## src/rtl/aeg_pkg.sv

```systemverilog
// ----------------------------------------------------------------------------
// aeg_pkg: shared types and constants of the ADSR envelope gain block
// Widths, segment and register codes, and the word that moves down the
// divider chain.
// ----------------------------------------------------------------------------
`default_nettype none

package aeg_pkg;

	localparam int LEN_W  = 24;           // width of one segment length
	localparam int IDX_W  = 31;           // sample index width
	localparam int SMP_W  = 16;           // audio sample width
	localparam int GAIN_W = 17;           // gain width, Q0.16 plus the unity bit
	localparam int SEG_W  = 3;
	localparam int QUO_W  = 16;           // quotient bits, one per divider cell
	localparam int NUM_W  = LEN_W + 2;    // high part of the dividend
	localparam int DIV_W  = LEN_W + 3;    // divisor, up to five times a length
	localparam int CMP_W  = ((LEN_W + 2) > IDX_W) ? (LEN_W + 3) : (IDX_W + 1);
	localparam int CFG_IDX_W = 2;

	localparam logic [GAIN_W-1:0] GAIN_ONE     = GAIN_W'(65536);
	localparam logic [GAIN_W-1:0] GAIN_SUSTAIN = GAIN_W'(52428);

	localparam logic [LEN_W-1:0] ATK_RESET = LEN_W'(441);
	localparam logic [LEN_W-1:0] DEC_RESET = LEN_W'(4410);
	localparam logic [LEN_W-1:0] SUS_RESET = LEN_W'(22050);
	localparam logic [LEN_W-1:0] REL_RESET = LEN_W'(4410);

	typedef enum logic [SEG_W-1:0] {
		SEG_ATTACK   = 3'd0,
		SEG_DECAY    = 3'd1,
		SEG_SUSTAIN  = 3'd2,
		SEG_RELEASE  = 3'd3,
		SEG_FINISHED = 3'd4
	} seg_t;

	typedef enum logic [CFG_IDX_W-1:0] {
		REG_ATTACK  = 2'd0,
		REG_DECAY   = 2'd1,
		REG_SUSTAIN = 2'd2,
		REG_RELEASE = 2'd3
	} cfg_idx_t;

	typedef struct packed {
		logic [LEN_W-1:0] atk_len;
		logic [LEN_W-1:0] dec_len;
		logic [LEN_W-1:0] sus_len;
		logic [LEN_W-1:0] rel_len;
	} env_cfg_t;

	// One item in flight through the divider chain.
	typedef struct packed {
		logic                    valid;
		seg_t                    seg;
		logic signed [SMP_W-1:0] src;
		logic [DIV_W-1:0]        rem;
		logic [DIV_W-1:0]        dv;
		logic [QUO_W-1:0]        quo;
	} div_word_t;

endpackage

`default_nettype wire

```

## src/rtl/aeg_front.sv

```systemverilog
// ----------------------------------------------------------------------------
// aeg_front: segment selection
// Builds the segment boundaries over two stages, classifies the sample
// index and forms the dividend and divisor for the divider chain.
// ----------------------------------------------------------------------------
`default_nettype none

module aeg_front
	import aeg_pkg::*;
(
	input  wire logic                    clk,
	input  wire logic                    arst_n,
	input  wire logic                    accept,
	input  wire logic [IDX_W-1:0]        sample_index,
	input  wire logic signed [SMP_W-1:0] source_sample,
	input  wire env_cfg_t                cfg,
	output div_word_t                    word
);

	logic                    valid_s1, valid_s2, valid_s3, valid_s4;
	logic [IDX_W-1:0]        t_s1, t_s2, t_s3;
	logic signed [SMP_W-1:0] src_s1, src_s2, src_s3, src_s4;
	logic [LEN_W:0]          ad_s2, sr_s2;
	logic [LEN_W+1:0]        ad_s3, ads_s3, adsr_s3;
	seg_t                    seg_s4;
	logic [NUM_W-1:0]        num_s4;
	logic [DIV_W-1:0]        dv_s4;

	logic [CMP_W-1:0] t_x, a_x, ad_x, ads_x, adsr_x, dec_u, rel_u;
	seg_t             seg_d;
	logic [NUM_W-1:0] num_d;
	logic [DIV_W-1:0] dv_d;

	always_ff @(posedge clk or negedge arst_n) begin
		if (!arst_n) begin
			valid_s1 <= 1'b0;
			valid_s2 <= 1'b0;
			valid_s3 <= 1'b0;
			valid_s4 <= 1'b0;
		end else begin
			valid_s1 <= accept;
			valid_s2 <= valid_s1;
			valid_s3 <= valid_s2;
			valid_s4 <= valid_s3;
		end
	end

	always_ff @(posedge clk) begin
		t_s1    <= sample_index;
		src_s1  <= source_sample;
		t_s2    <= t_s1;
		src_s2  <= src_s1;
		ad_s2   <= (LEN_W+1)'(cfg.atk_len) + (LEN_W+1)'(cfg.dec_len);
		sr_s2   <= (LEN_W+1)'(cfg.sus_len) + (LEN_W+1)'(cfg.rel_len);
		t_s3    <= t_s2;
		src_s3  <= src_s2;
		ad_s3   <= (LEN_W+2)'(ad_s2);
		ads_s3  <= (LEN_W+2)'(ad_s2) + (LEN_W+2)'(cfg.sus_len);
		adsr_s3 <= (LEN_W+2)'(ad_s2) + (LEN_W+2)'(sr_s2);
		src_s4  <= src_s3;
		seg_s4  <= seg_d;
		num_s4  <= num_d;
		dv_s4   <= dv_d;
	end

	// Boundaries are compared at a common width so no sum ever wraps.
	always_comb begin
		t_x    = CMP_W'(t_s3);
		a_x    = CMP_W'(cfg.atk_len);
		ad_x   = CMP_W'(ad_s3);
		ads_x  = CMP_W'(ads_s3);
		adsr_x = CMP_W'(adsr_s3);
		dec_u  = t_x - a_x;
		rel_u  = adsr_x - t_x;
		seg_d  = SEG_FINISHED;
		num_d  = '0;
		dv_d   = '0;
		if (t_x < a_x) begin
			seg_d = SEG_ATTACK;
			num_d = NUM_W'(t_s3[LEN_W-1:0]);
			dv_d  = DIV_W'(cfg.atk_len);
		end else if (t_x < ad_x) begin
			seg_d = SEG_DECAY;
			num_d = NUM_W'(dec_u[LEN_W-1:0]);
			dv_d  = DIV_W'({cfg.dec_len, 2'b00}) + DIV_W'(cfg.dec_len);
		end else if (t_x < ads_x) begin
			seg_d = SEG_SUSTAIN;
		end else if (t_x < adsr_x) begin
			// Remaining release length times four over five lengths.
			seg_d = SEG_RELEASE;
			num_d = {rel_u[LEN_W-1:0], 2'b00};
			dv_d  = DIV_W'({cfg.rel_len, 2'b00}) + DIV_W'(cfg.rel_len);
		end
	end

	always_comb begin
		word.valid = valid_s4;
		word.seg   = seg_s4;
		word.src   = src_s4;
		word.rem   = DIV_W'(num_s4);
		word.dv    = dv_s4;
		word.quo   = '0;
	end

endmodule

`default_nettype wire

```

## src/rtl/aeg_div_cell.sv

```systemverilog
// ----------------------------------------------------------------------------
// aeg_div_cell: one cell of the divider chain
// Resolves one quotient bit by restoring division and passes the word on.
// ----------------------------------------------------------------------------
`default_nettype none

module aeg_div_cell
	import aeg_pkg::*;
(
	input  wire logic      clk,
	input  wire logic      arst_n,
	input  wire div_word_t word_in,
	output div_word_t      word_out
);

	div_word_t        word_q;
	logic [DIV_W:0]   rem_sh;
	logic             ge;
	logic [DIV_W:0]   rem_sub;

	// The low dividend bits are all zero, so a zero is shifted in.
	always_comb begin
		rem_sh  = {word_in.rem, 1'b0};
		ge      = rem_sh >= (DIV_W+1)'(word_in.dv);
		rem_sub = rem_sh - (DIV_W+1)'(word_in.dv);
	end

	always_ff @(posedge clk or negedge arst_n) begin
		if (!arst_n) begin
			word_q <= '0;
		end else begin
			word_q.valid <= word_in.valid;
			word_q.seg   <= word_in.seg;
			word_q.src   <= word_in.src;
			word_q.dv    <= word_in.dv;
			word_q.rem   <= ge ? rem_sub[DIV_W-1:0] : rem_sh[DIV_W-1:0];
			word_q.quo   <= {word_in.quo[QUO_W-2:0], ge};
		end
	end

	assign word_out = word_q;

endmodule

`default_nettype wire

```

## src/rtl/aeg_tail.sv

```systemverilog
// ----------------------------------------------------------------------------
// aeg_tail: gain formation and sample scaling
// Turns the quotient into the segment gain, then multiplies the sample.
// ----------------------------------------------------------------------------
`default_nettype none

module aeg_tail
	import aeg_pkg::*;
(
	input  wire logic                clk,
	input  wire logic                arst_n,
	input  wire div_word_t           word,
	output logic                     done,
	output logic signed [SMP_W-1:0]  scaled_sample,
	output logic [GAIN_W-1:0]        envelope_gain,
	output logic [SEG_W-1:0]         segment
);

	logic                          valid_s1, valid_s2;
	seg_t                          seg_s1, seg_s2;
	logic signed [SMP_W-1:0]       src_s1, scaled_s2;
	logic [GAIN_W-1:0]             gain_s1, gain_s2;
	logic [GAIN_W-1:0]             gain_d;
	logic signed [SMP_W+GAIN_W:0]  prod;

	always_comb begin
		case (word.seg)
			SEG_ATTACK:  gain_d = GAIN_W'(word.quo);
			SEG_DECAY:   gain_d = GAIN_ONE - GAIN_W'(word.quo);
			SEG_SUSTAIN: gain_d = GAIN_SUSTAIN;
			SEG_RELEASE: gain_d = GAIN_W'(word.quo);
			default:     gain_d = '0;
		endcase
	end

	// Signed sample times non-negative gain; bits above 16 give the floor.
	assign prod = src_s1 * $signed({1'b0, gain_s1});

	always_ff @(posedge clk or negedge arst_n) begin
		if (!arst_n) begin
			valid_s1 <= 1'b0;
			valid_s2 <= 1'b0;
		end else begin
			valid_s1 <= word.valid;
			valid_s2 <= valid_s1;
		end
	end

	always_ff @(posedge clk) begin
		seg_s1    <= word.seg;
		src_s1    <= word.src;
		gain_s1   <= gain_d;
		seg_s2    <= seg_s1;
		gain_s2   <= gain_s1;
		scaled_s2 <= prod[SMP_W+15:16];
	end

	assign done          = valid_s2;
	assign scaled_sample = scaled_s2;
	assign envelope_gain = gain_s2;
	assign segment       = seg_s2;

endmodule

`default_nettype wire

```

## src/rtl/adsr_envelope_gain_top.sv

```systemverilog
// ----------------------------------------------------------------------------
// adsr_envelope_gain_top: linear ADSR envelope applied to an audio stream
// Each word carries a sample index and one sample; the block returns the
// sample scaled by the envelope gain, the gain and the segment.
// ----------------------------------------------------------------------------
//
//  Channel   Handshake              Payload
//  -------   --------------------   -----------------------------------------
//  input     start / busy           sample_index, source_sample
//  config    cfg_valid / cfg_ready  cfg_index, cfg_wdata
//  result    done (one-cycle)       scaled_sample, envelope_gain, segment
//
// A new word may be started in every clock cycle; busy stays low. The result
// for a word is strobed by done, and results leave in the order the words
// came in. Between them lie four stages of segment selection, the divider
// chain of sixteen cells, one quotient bit each, and two stages of gain and
// multiply after it.
// The receiver cannot stall; every result is shown for exactly one cycle.
// Reset returns the four segment lengths to their default values and empties
// the pipeline; results in flight are dropped.
//
// Segment lengths are counted in samples, so the sample rate never enters
// the arithmetic. The front compares the index against running sums of the
// lengths, which are built at full width and cannot wrap. A zero-length
// segment never matches and is therefore never used as a divisor. The gain
// is unsigned Q1.16: t/A in attack, 1 - u/(5D) in decay, a
// fixed 0.8 in sustain and 4(R-u)/(5R) in release. Every quotient is below
// one, so each divider cell only needs to settle one bit of it.
//
// Configuration words may only arrive while no word is in flight. The
// lengths are read directly by the pipeline, so a word started in the cycle
// after a write already sees the new value.
// ----------------------------------------------------------------------------
`default_nettype none

module adsr_envelope_gain_top
	import aeg_pkg::*;
(
	input  wire logic                    clk,
	input  wire logic                    arst_n,
	// input words
	input  wire logic                    start,
	output logic                         busy,
	input  wire logic [IDX_W-1:0]        sample_index,
	input  wire logic signed [SMP_W-1:0] source_sample,
	// configuration writes
	input  wire logic                    cfg_valid,
	output logic                         cfg_ready,
	input  wire logic [CFG_IDX_W-1:0]    cfg_index,
	input  wire logic [LEN_W-1:0]        cfg_wdata,
	// result words
	output logic                         done,
	output logic signed [SMP_W-1:0]      scaled_sample,
	output logic [GAIN_W-1:0]            envelope_gain,
	output logic [SEG_W-1:0]             segment
);

	env_cfg_t  cfg_q;
	logic      accept;
	div_word_t chain [QUO_W+1];

	// The pipeline never holds off an input word or a configuration write.
	assign busy      = 1'b0;
	assign cfg_ready = 1'b1;
	assign accept    = start && !busy;

	// Configuration registers. Every index names a register, so no write
	// is lost; each write replaces one length as a whole.
	always_ff @(posedge clk or negedge arst_n) begin
		if (!arst_n) begin
			cfg_q.atk_len <= ATK_RESET;
			cfg_q.dec_len <= DEC_RESET;
			cfg_q.sus_len <= SUS_RESET;
			cfg_q.rel_len <= REL_RESET;
		end else if (cfg_valid && cfg_ready) begin
			case (cfg_idx_t'(cfg_index))
				REG_ATTACK:  cfg_q.atk_len <= cfg_wdata;
				REG_DECAY:   cfg_q.dec_len <= cfg_wdata;
				REG_SUSTAIN: cfg_q.sus_len <= cfg_wdata;
				REG_RELEASE: cfg_q.rel_len <= cfg_wdata;
				default:     cfg_q         <= cfg_q;
			endcase
		end
	end

	// Segment selection: finds the segment and sets up numerator and divisor.
	aeg_front u_front (
		.clk           (clk),
		.arst_n        (arst_n),
		.accept        (accept),
		.sample_index  (sample_index),
		.source_sample (source_sample),
		.cfg           (cfg_q),
		.word          (chain[0])
	);

	// The divider: a row of identical cells, each settling one quotient bit
	// (most significant first) and handing the word to its neighbor.
	for (genvar k = 0; k < QUO_W; k++) begin : g_cell
		aeg_div_cell u_cell (
			.clk      (clk),
			.arst_n   (arst_n),
			.word_in  (chain[k]),
			.word_out (chain[k+1])
		);
	end

	// Gain per segment, the multiply, and the result register.
	aeg_tail u_tail (
		.clk           (clk),
		.arst_n        (arst_n),
		.word          (chain[QUO_W]),
		.done          (done),
		.scaled_sample (scaled_sample),
		.envelope_gain (envelope_gain),
		.segment       (segment)
	);

endmodule

`default_nettype wire

```

## config.mk

```make
export PLATFORM = sky130hd
export DESIGN_NAME = adsr_envelope_gain_top
export DESIGN_NICKNAME = d
export VERILOG_FILES = /design/src/rtl/aeg_pkg.sv /design/src/rtl/aeg_front.sv /design/src/rtl/aeg_div_cell.sv /design/src/rtl/aeg_tail.sv /design/src/rtl/adsr_envelope_gain_top.sv
export SDC_FILE = /design/constraint.sdc
export NUM_CORES = 2
export LEC_CHECK = 0
export BUFFER_PORTS_ARGS = -buffer_cell sky130_fd_sc_hd__buf_2
export CORE_UTILIZATION = 55
export DETAILED_ROUTE_END_ITERATION = 7
export GPL_TIMING_DRIVEN = 0
export PLACE_DENSITY = 0.71
export SLEW_MARGIN = 20
export SYNTH_ARGS = -nofsm -noshare
export SYNTH_HDL_FRONTEND = slang
export SYNTH_SLANG_ARGS = --single-unit
```

## constraint.sdc

```tcl
create_clock -name clk -period 9.7 [get_ports clk]
set_clock_uncertainty 0.05 [all_clocks]
set_input_delay 0.485 -clock clk [delete_from_list [all_inputs] [get_ports clk]]
set_output_delay 0.485 -clock clk [all_outputs]
set_load 0.02 [all_outputs]
```

### Word-level counts from Yosys, hierarchy flattened

Index checks and enable logic that the tools add are counted.

| cells by class | value |
|---|---|
| add/sub/neg operators | 24 |
| multipliers | 1 |
| magnitude comparators | 20 |
| equal/unequal tests | 6 |
| multiplexer cells | 27 |
| bitwise gates (word level) | 1 |
| reductions and logical operators | 10 |

Operators with widths:

| kind | number |
|---|---|
| $mux 27 | 18 |
| $ge 28x27->1 | 15 |
| $sub 27x27->27 | 15 |
| $mux 24 | 5 |
| $lt 31x26->1 | 2 |
| $add 26x24->27 | 2 |
| $pmux 17 s3 | 1 |
| $add 24x24->25 | 2 |
| $sub 24x24->24 | 2 |
| $mul 16x18->32 | 1 |
| $lt 31x24->1 | 1 |
| $lt 31x25->1 | 1 |
| $ge 27x27->1 | 1 |
| $add 25x24->26 | 1 |
| $add 25x25->26 | 1 |
| $sub 17x16->17 const A | 1 |
| $reduce_and 2->1 | 4 |
| $eq 3x2->1 const B | 2 |
| $eq 2x2->1 const B | 2 |
| $reduce_or 2->1 | 2 |
| $reduce_or 4->1 | 1 |
| $eq 3x1->1 const B | 1 |
| $logic_not 3->1 | 1 |
| $mux 3 | 1 |
| 6 further kinds | 6 |

| storage, ports and cells | value |
|---|---|
| bits in registers | 1780 |
| bits of input ports | 77 |
| output and inout bits | 39 |
| word-level logic and storage cells | 218 |

### Longest topological paths before layout

| logic depth | value |
|---|---|
| depth in word-level cells | 5 |
| mapped depth | 26 |
| mapped depth without buffers | 25 |

### Cells and area by module

From an unflattened synthesis, not the netlist that was laid out.

| unflattened totals | value |
|---|---|
| cell total of the unflattened synthesis | 9409 |
| area, all modules | 100370.0 um2 |

By module, submodules not included:

| module | times used | cells each | area an instance (um2) | seq. area each (um2) |
|---|---|---|---|---|
| aeg_div_cell at g_cell[0].u_cell ... | 15 | 379 | 4222.8 | 2252.2 |
| aeg_front | 1 | 1951 | 18423.9 | 6906.6 |
| aeg_tail | 1 | 1192 | 10941.7 | 1491.4 |
| aeg_div_cell at g_cell[2].u_cell | 1 | 373 | 4012.6 | 2252.2 |
| adsr_envelope_gain_top | 1 | 208 | 3649.8 | 2432.3 |

### Least setup slack after synthesis

No wires, ideal clock.

| timing | value |
|---|---|
| path type | register to register |
| start point | reg u_tail.src_s1[9] |
| end point | reg u_tail.scaled_s2[15] (netlist: u_tail.scaled_sample[15]) |
| setup time | 72 ps |
| data arrival time | 6125 ps |
| required time | 9578 ps |
| slack | 3453 ps |
| stages on the path, launching flop included | 27 |
| period minus slack after synthesis | 6247 ps |
| cell sequence | dfxtp_1 clkbuf_1 clkbuf_1 nand2_1 fa_1 inv_1 fa_1 inv_1 fa_1 inv_1 fa_1 fa_1 inv_1 fa_1 inv_1 ha_1 o211ai_1 a211oi_1 a21oi_1 a311oi_1 o2111ai_1 nand3b_1 a21o_1 o211a_1 o21a_1 nor2_1 xnor2_1 |

| on the way | value |
|---|---|
| longest elaborated chain between the ends | 1 |

Ends and longest elaborated chain:

| item | line | text |
|---|---|---|
| start: declaration | aeg_tail.sv:21 | `logic signed [SMP_W-1:0] src_s1, scaled_s2;` |
| start signal: assignment | aeg_tail.sv:51 | `src_s1 <= word.src;` |
| $mul 16x18->32 | aeg_tail.sv:37 | `assign prod = src_s1 * $signed({1'b0, gain_s1});` |
| named net u_tail.prod[31] | aeg_tail.sv:24 | `logic signed [SMP_W+GAIN_W:0] prod;` |
| end signal: assignment | aeg_tail.sv:55 | `scaled_s2 <= prod[SMP_W+15:16];` |
| end: declaration | aeg_tail.sv:21 |  |

The timed path passes the listed nets, and every way through them passes these cells.
A chain may end at the register's enable or synchronous reset.

### Worst setup path after layout

Same ends and word-level chain as after synthesis.

==> flow_summary.yaml <==
hold_path:
  hold_class: "input pin to asynchronous set/reset pin"
placed_design:
  hpwl_um: 157000
  pre_cts_slack_ns: 1.97
  portBuffers: 113
  place_area_um2: 92500
  gp_congestion: 0.941
cts:
  cts-root-buf: "clkbuf_16"
  cts_tree: "built"
  clkLatencyLatePin_ns: 0.85
  htreeDepth: 4
  clock-sinks: 1780
  clk_pin_slew_ns: 0.06
  cts_made_buffers: 183
  cts_resized: 0
  clk_path_buf_depth: 3
timing:
  worst_slew_pin_slew_ns: 1.12
  rsz0062_at_grt: "no"
  tns_ns: 0
  finalHoldViolCount: 0
  fmax_mhz: 130
  hold_slack_ns: 0.0839
  post-route-period-util_pct: 79.4
  finalSetupViolCount: 0
  fin_ws_ns: 2.00
  finalCriticalPeriod_ns: 7.70
  maxSlewHeadroom_pct: 24.9
  slew_violations: 0
routing:
  wl_um: 207000
  drc: 0
  dr.pass1.iters: 5
  ant_nets: 0
  initialDrtViolationCount: 4433
  drt-wirelength-per-cell_um: 18.8
  via_per_inst: 5.52
  vias: 60600
worst_setup_path:
  critPathTopFamily: "adder cells"
  reg2reg_setup_slack_ns: 2.00
  critPathMaxFanout: 10
  reg2reg_from: "u_tail.src_s1[9]$_DFF_P_"
  ff2ff_path_depth: 26
  path_class: "register to register"
  cp.buffers_inverters: 7
  cp.required_ns: 10.42
  arrival_ns: 8.42
  crit_slowest_cell: "fa_1"
  reg2reg_to: "u_tail.scaled_sample[15]$_DFF_P_"
  crit_path_end_kind: "register"
  startpoint_type: "register"
  crit_path_frequent_cell: "fa_1"
  cpPeakStageDelay_ns: 0.56
power:
  power_density_nw_per_um2: 322
  p_leak_nw: 45.9
  ir_drop_v: 0.000229
  finalPower_w: 0.0321
flow_run:
  max_cap_viol_count: 0
synthesis:
  synth_edf_count: 0
  synth_area_leaders: "dfrtp_1, ha_1, dfxtp_1"
  yosysTopAreaCell: "dfrtp_1"
  synth_warnings: 0
  syn_area_per_cell_um2: 10.7
  synthDistinctLibCells: 98
  synth_common_cells: "dfrtp_1, inv_1, ha_1"
  synth-seq-cells: 1780
  netlist.area_leader.share_pct: 37.8
  ys.flop_type: "dfrtp_1"
  synth_nets: 9395
  synth_cells: 8283
  async_flop_share_pct: 76.9
  syn_area_um2: 89000
  ys_seq_area_share_pct: 47.8
  yosysMostFrequentCell: "dfrtp_1"
floorplan:
  die_area_um2: 163000
  start_util_pct: 55.4
  chipWidth_um: 404
  row_count: 147
  ios: 116
  core_area_um2: 161000
  fp.dieH_um: 404
grt:
  grt_pass1_wl_um: 332000
  grt_max_degree: 151
  first_global_vias: 62000
  antenna_found_initial: 6
  grt.total_usage_pct: 25.7
  grt_overflow: 0
outcome:
  run_status: "finished, final reports clean"
final_layout:
  syn2layout_area_growth_pct: 12.1
  finalNetCount: 9776
  fill_cells: 12700
  final_cell_area_um2: 99700
  drive_gt1_share_pct: 8.79
## worst register-to-register path, delay by kind of cell, from the launching register on
family | cells | cell delay [ns]
XOR/XNOR | 1 | 0.13
buffers and inverters | 7 | 1.22
flip-flops | 1 | 0.36
AO/OA/AOI/OAI | 8 | 1.95
AND/OR/NAND/NOR | 3 | 0.49
adder cells (fa/ha/maj) | 7 | 3.44
## logic make-up after synthesis
logic type | Yosys count | share of synthesized area [%]
compound gates | 1873 | 13.5
xor+xnor | 496 | 4.88
fa+ha+maj | 1035 | 16.5
buf+inv | 1131 | 4.89
flops | 1780 | 47.8
mux | 240 | 3.02
other cells | 2 | 0.00844
simple gates | 1726 | 9.39
## how the worst max path moves through the flow
| stage | from | to | slack, ns | depth (start not counted) |
|---|---|---|---|---|
| CTS | u_tail.src_s1[9]$_DFF_P_ | u_tail.scaled_sample[15]$_DFF_P_ | 1.91 | 26 |
| global route | u_tail.src_s1[9]$_DFF_P_ | u_tail.scaled_sample[15]$_DFF_P_ | 1.47 | 26 |
| global placement | arst_n | g_cell[0].u_cell.word_out[80]$_DFF_PN0_ | -20.01 | 1 |
| detailed placement | u_tail.src_s1[9]$_DFF_P_ | u_tail.scaled_sample[15]$_DFF_P_ | 1.97 | 26 |
| floorplan | u_tail.src_s1[9]$_DFF_P_ | u_tail.scaled_sample[15]$_DFF_P_ | 3.45 | 26 |
| finish | u_tail.src_s1[9]$_DFF_P_ | u_tail.scaled_sample[15]$_DFF_P_ | 2.00 | 26 |
## flip-flops by register name, summed over array words and instances, names as in the netlist, 17 cells and up
name	cells
g_cell.u_cell.word_out	1266
cfg_q	96
u_front.t_s1	31
u_front.t_s2	31
u_front.t_s3	31
u_front.dv_s4	27
u_front.ads_s3	26
u_front.adsr_s3	26
u_front.num_s4	26
u_front.ad_s2	25
u_front.ad_s3	25
u_front.sr_s2	25
u_tail.envelope_gain	17
u_tail.gain_s1	17
## stage by stage
step                utilization [%]  instances
detailed placement             57.6      10600
CTS                            62.1      11000
finish                         62.1      11000
floorplan                         -       8283
global placement               57.4      10600
global route                   62.1      11000
## placed cells by master (no fill, tap or decap), types with 192 or more instances in the layout
| cell type | count |
|---|---|
| a21o_1 | 286 |
| a21oi_1 | 486 |
| clkbuf_16 | 192 |
| dfrtp_1 | 1344 |
| dfxtp_1 | 412 |
| fa_1 | 230 |
| ha_1 | 805 |
| inv_1 | 968 |
| mux2_2 | 215 |
| nand2_1 | 574 |
| nor2_1 | 354 |
| o21ai_0 | 451 |
| xnor2_1 | 290 |
| xor2_1 | 206 |
## where the power goes
part | switching [W] | internal [W]
Combinational | 0.00833 | 0.00632
Sequential | 0.000994 | 0.00912
Clock | 0.00305 | 0.00431
Total | 0.0124 | 0.0198
## per-layer routing
metal / GRT usage [%] / vias up / wire length (um)
met2: 43.8 / 1520 / 101000
met1: 32.9 / 29800 / 88200
met5: 0 / - / 23
met3: 3.32 / 440 / 8940
li1: - / 28900 / -
met4: 10.9 / 4 / 8710
## repair_timing
action                                 4_1_cts  5_1_grt
setup buffers                                0        0
hold buffers                                73        0
endpoints found under the hold margin      457        0
## cell type report
class / count / area, um^2 / share of cell area (%)
Multi-Input combinational cell: 5372 / 42100 / 42.2
Tap cell: 2160 / 2700 / 2.71
Sequential cell: 1780 / 42500 / 42.6
Timing Repair Buffer: 196 / 1590 / 1.59
Antenna cell: 4 / 10.0 / 0.0100
Clock inverter: 78 / 1100 / 1.11
Clock buffer: 261 / 5380 / 5.40
Inverter: 968 / 3630 / 3.64
Buffer: 163 / 717 / 0.719
Note: power is estimated with default switching activity, not from simulation.
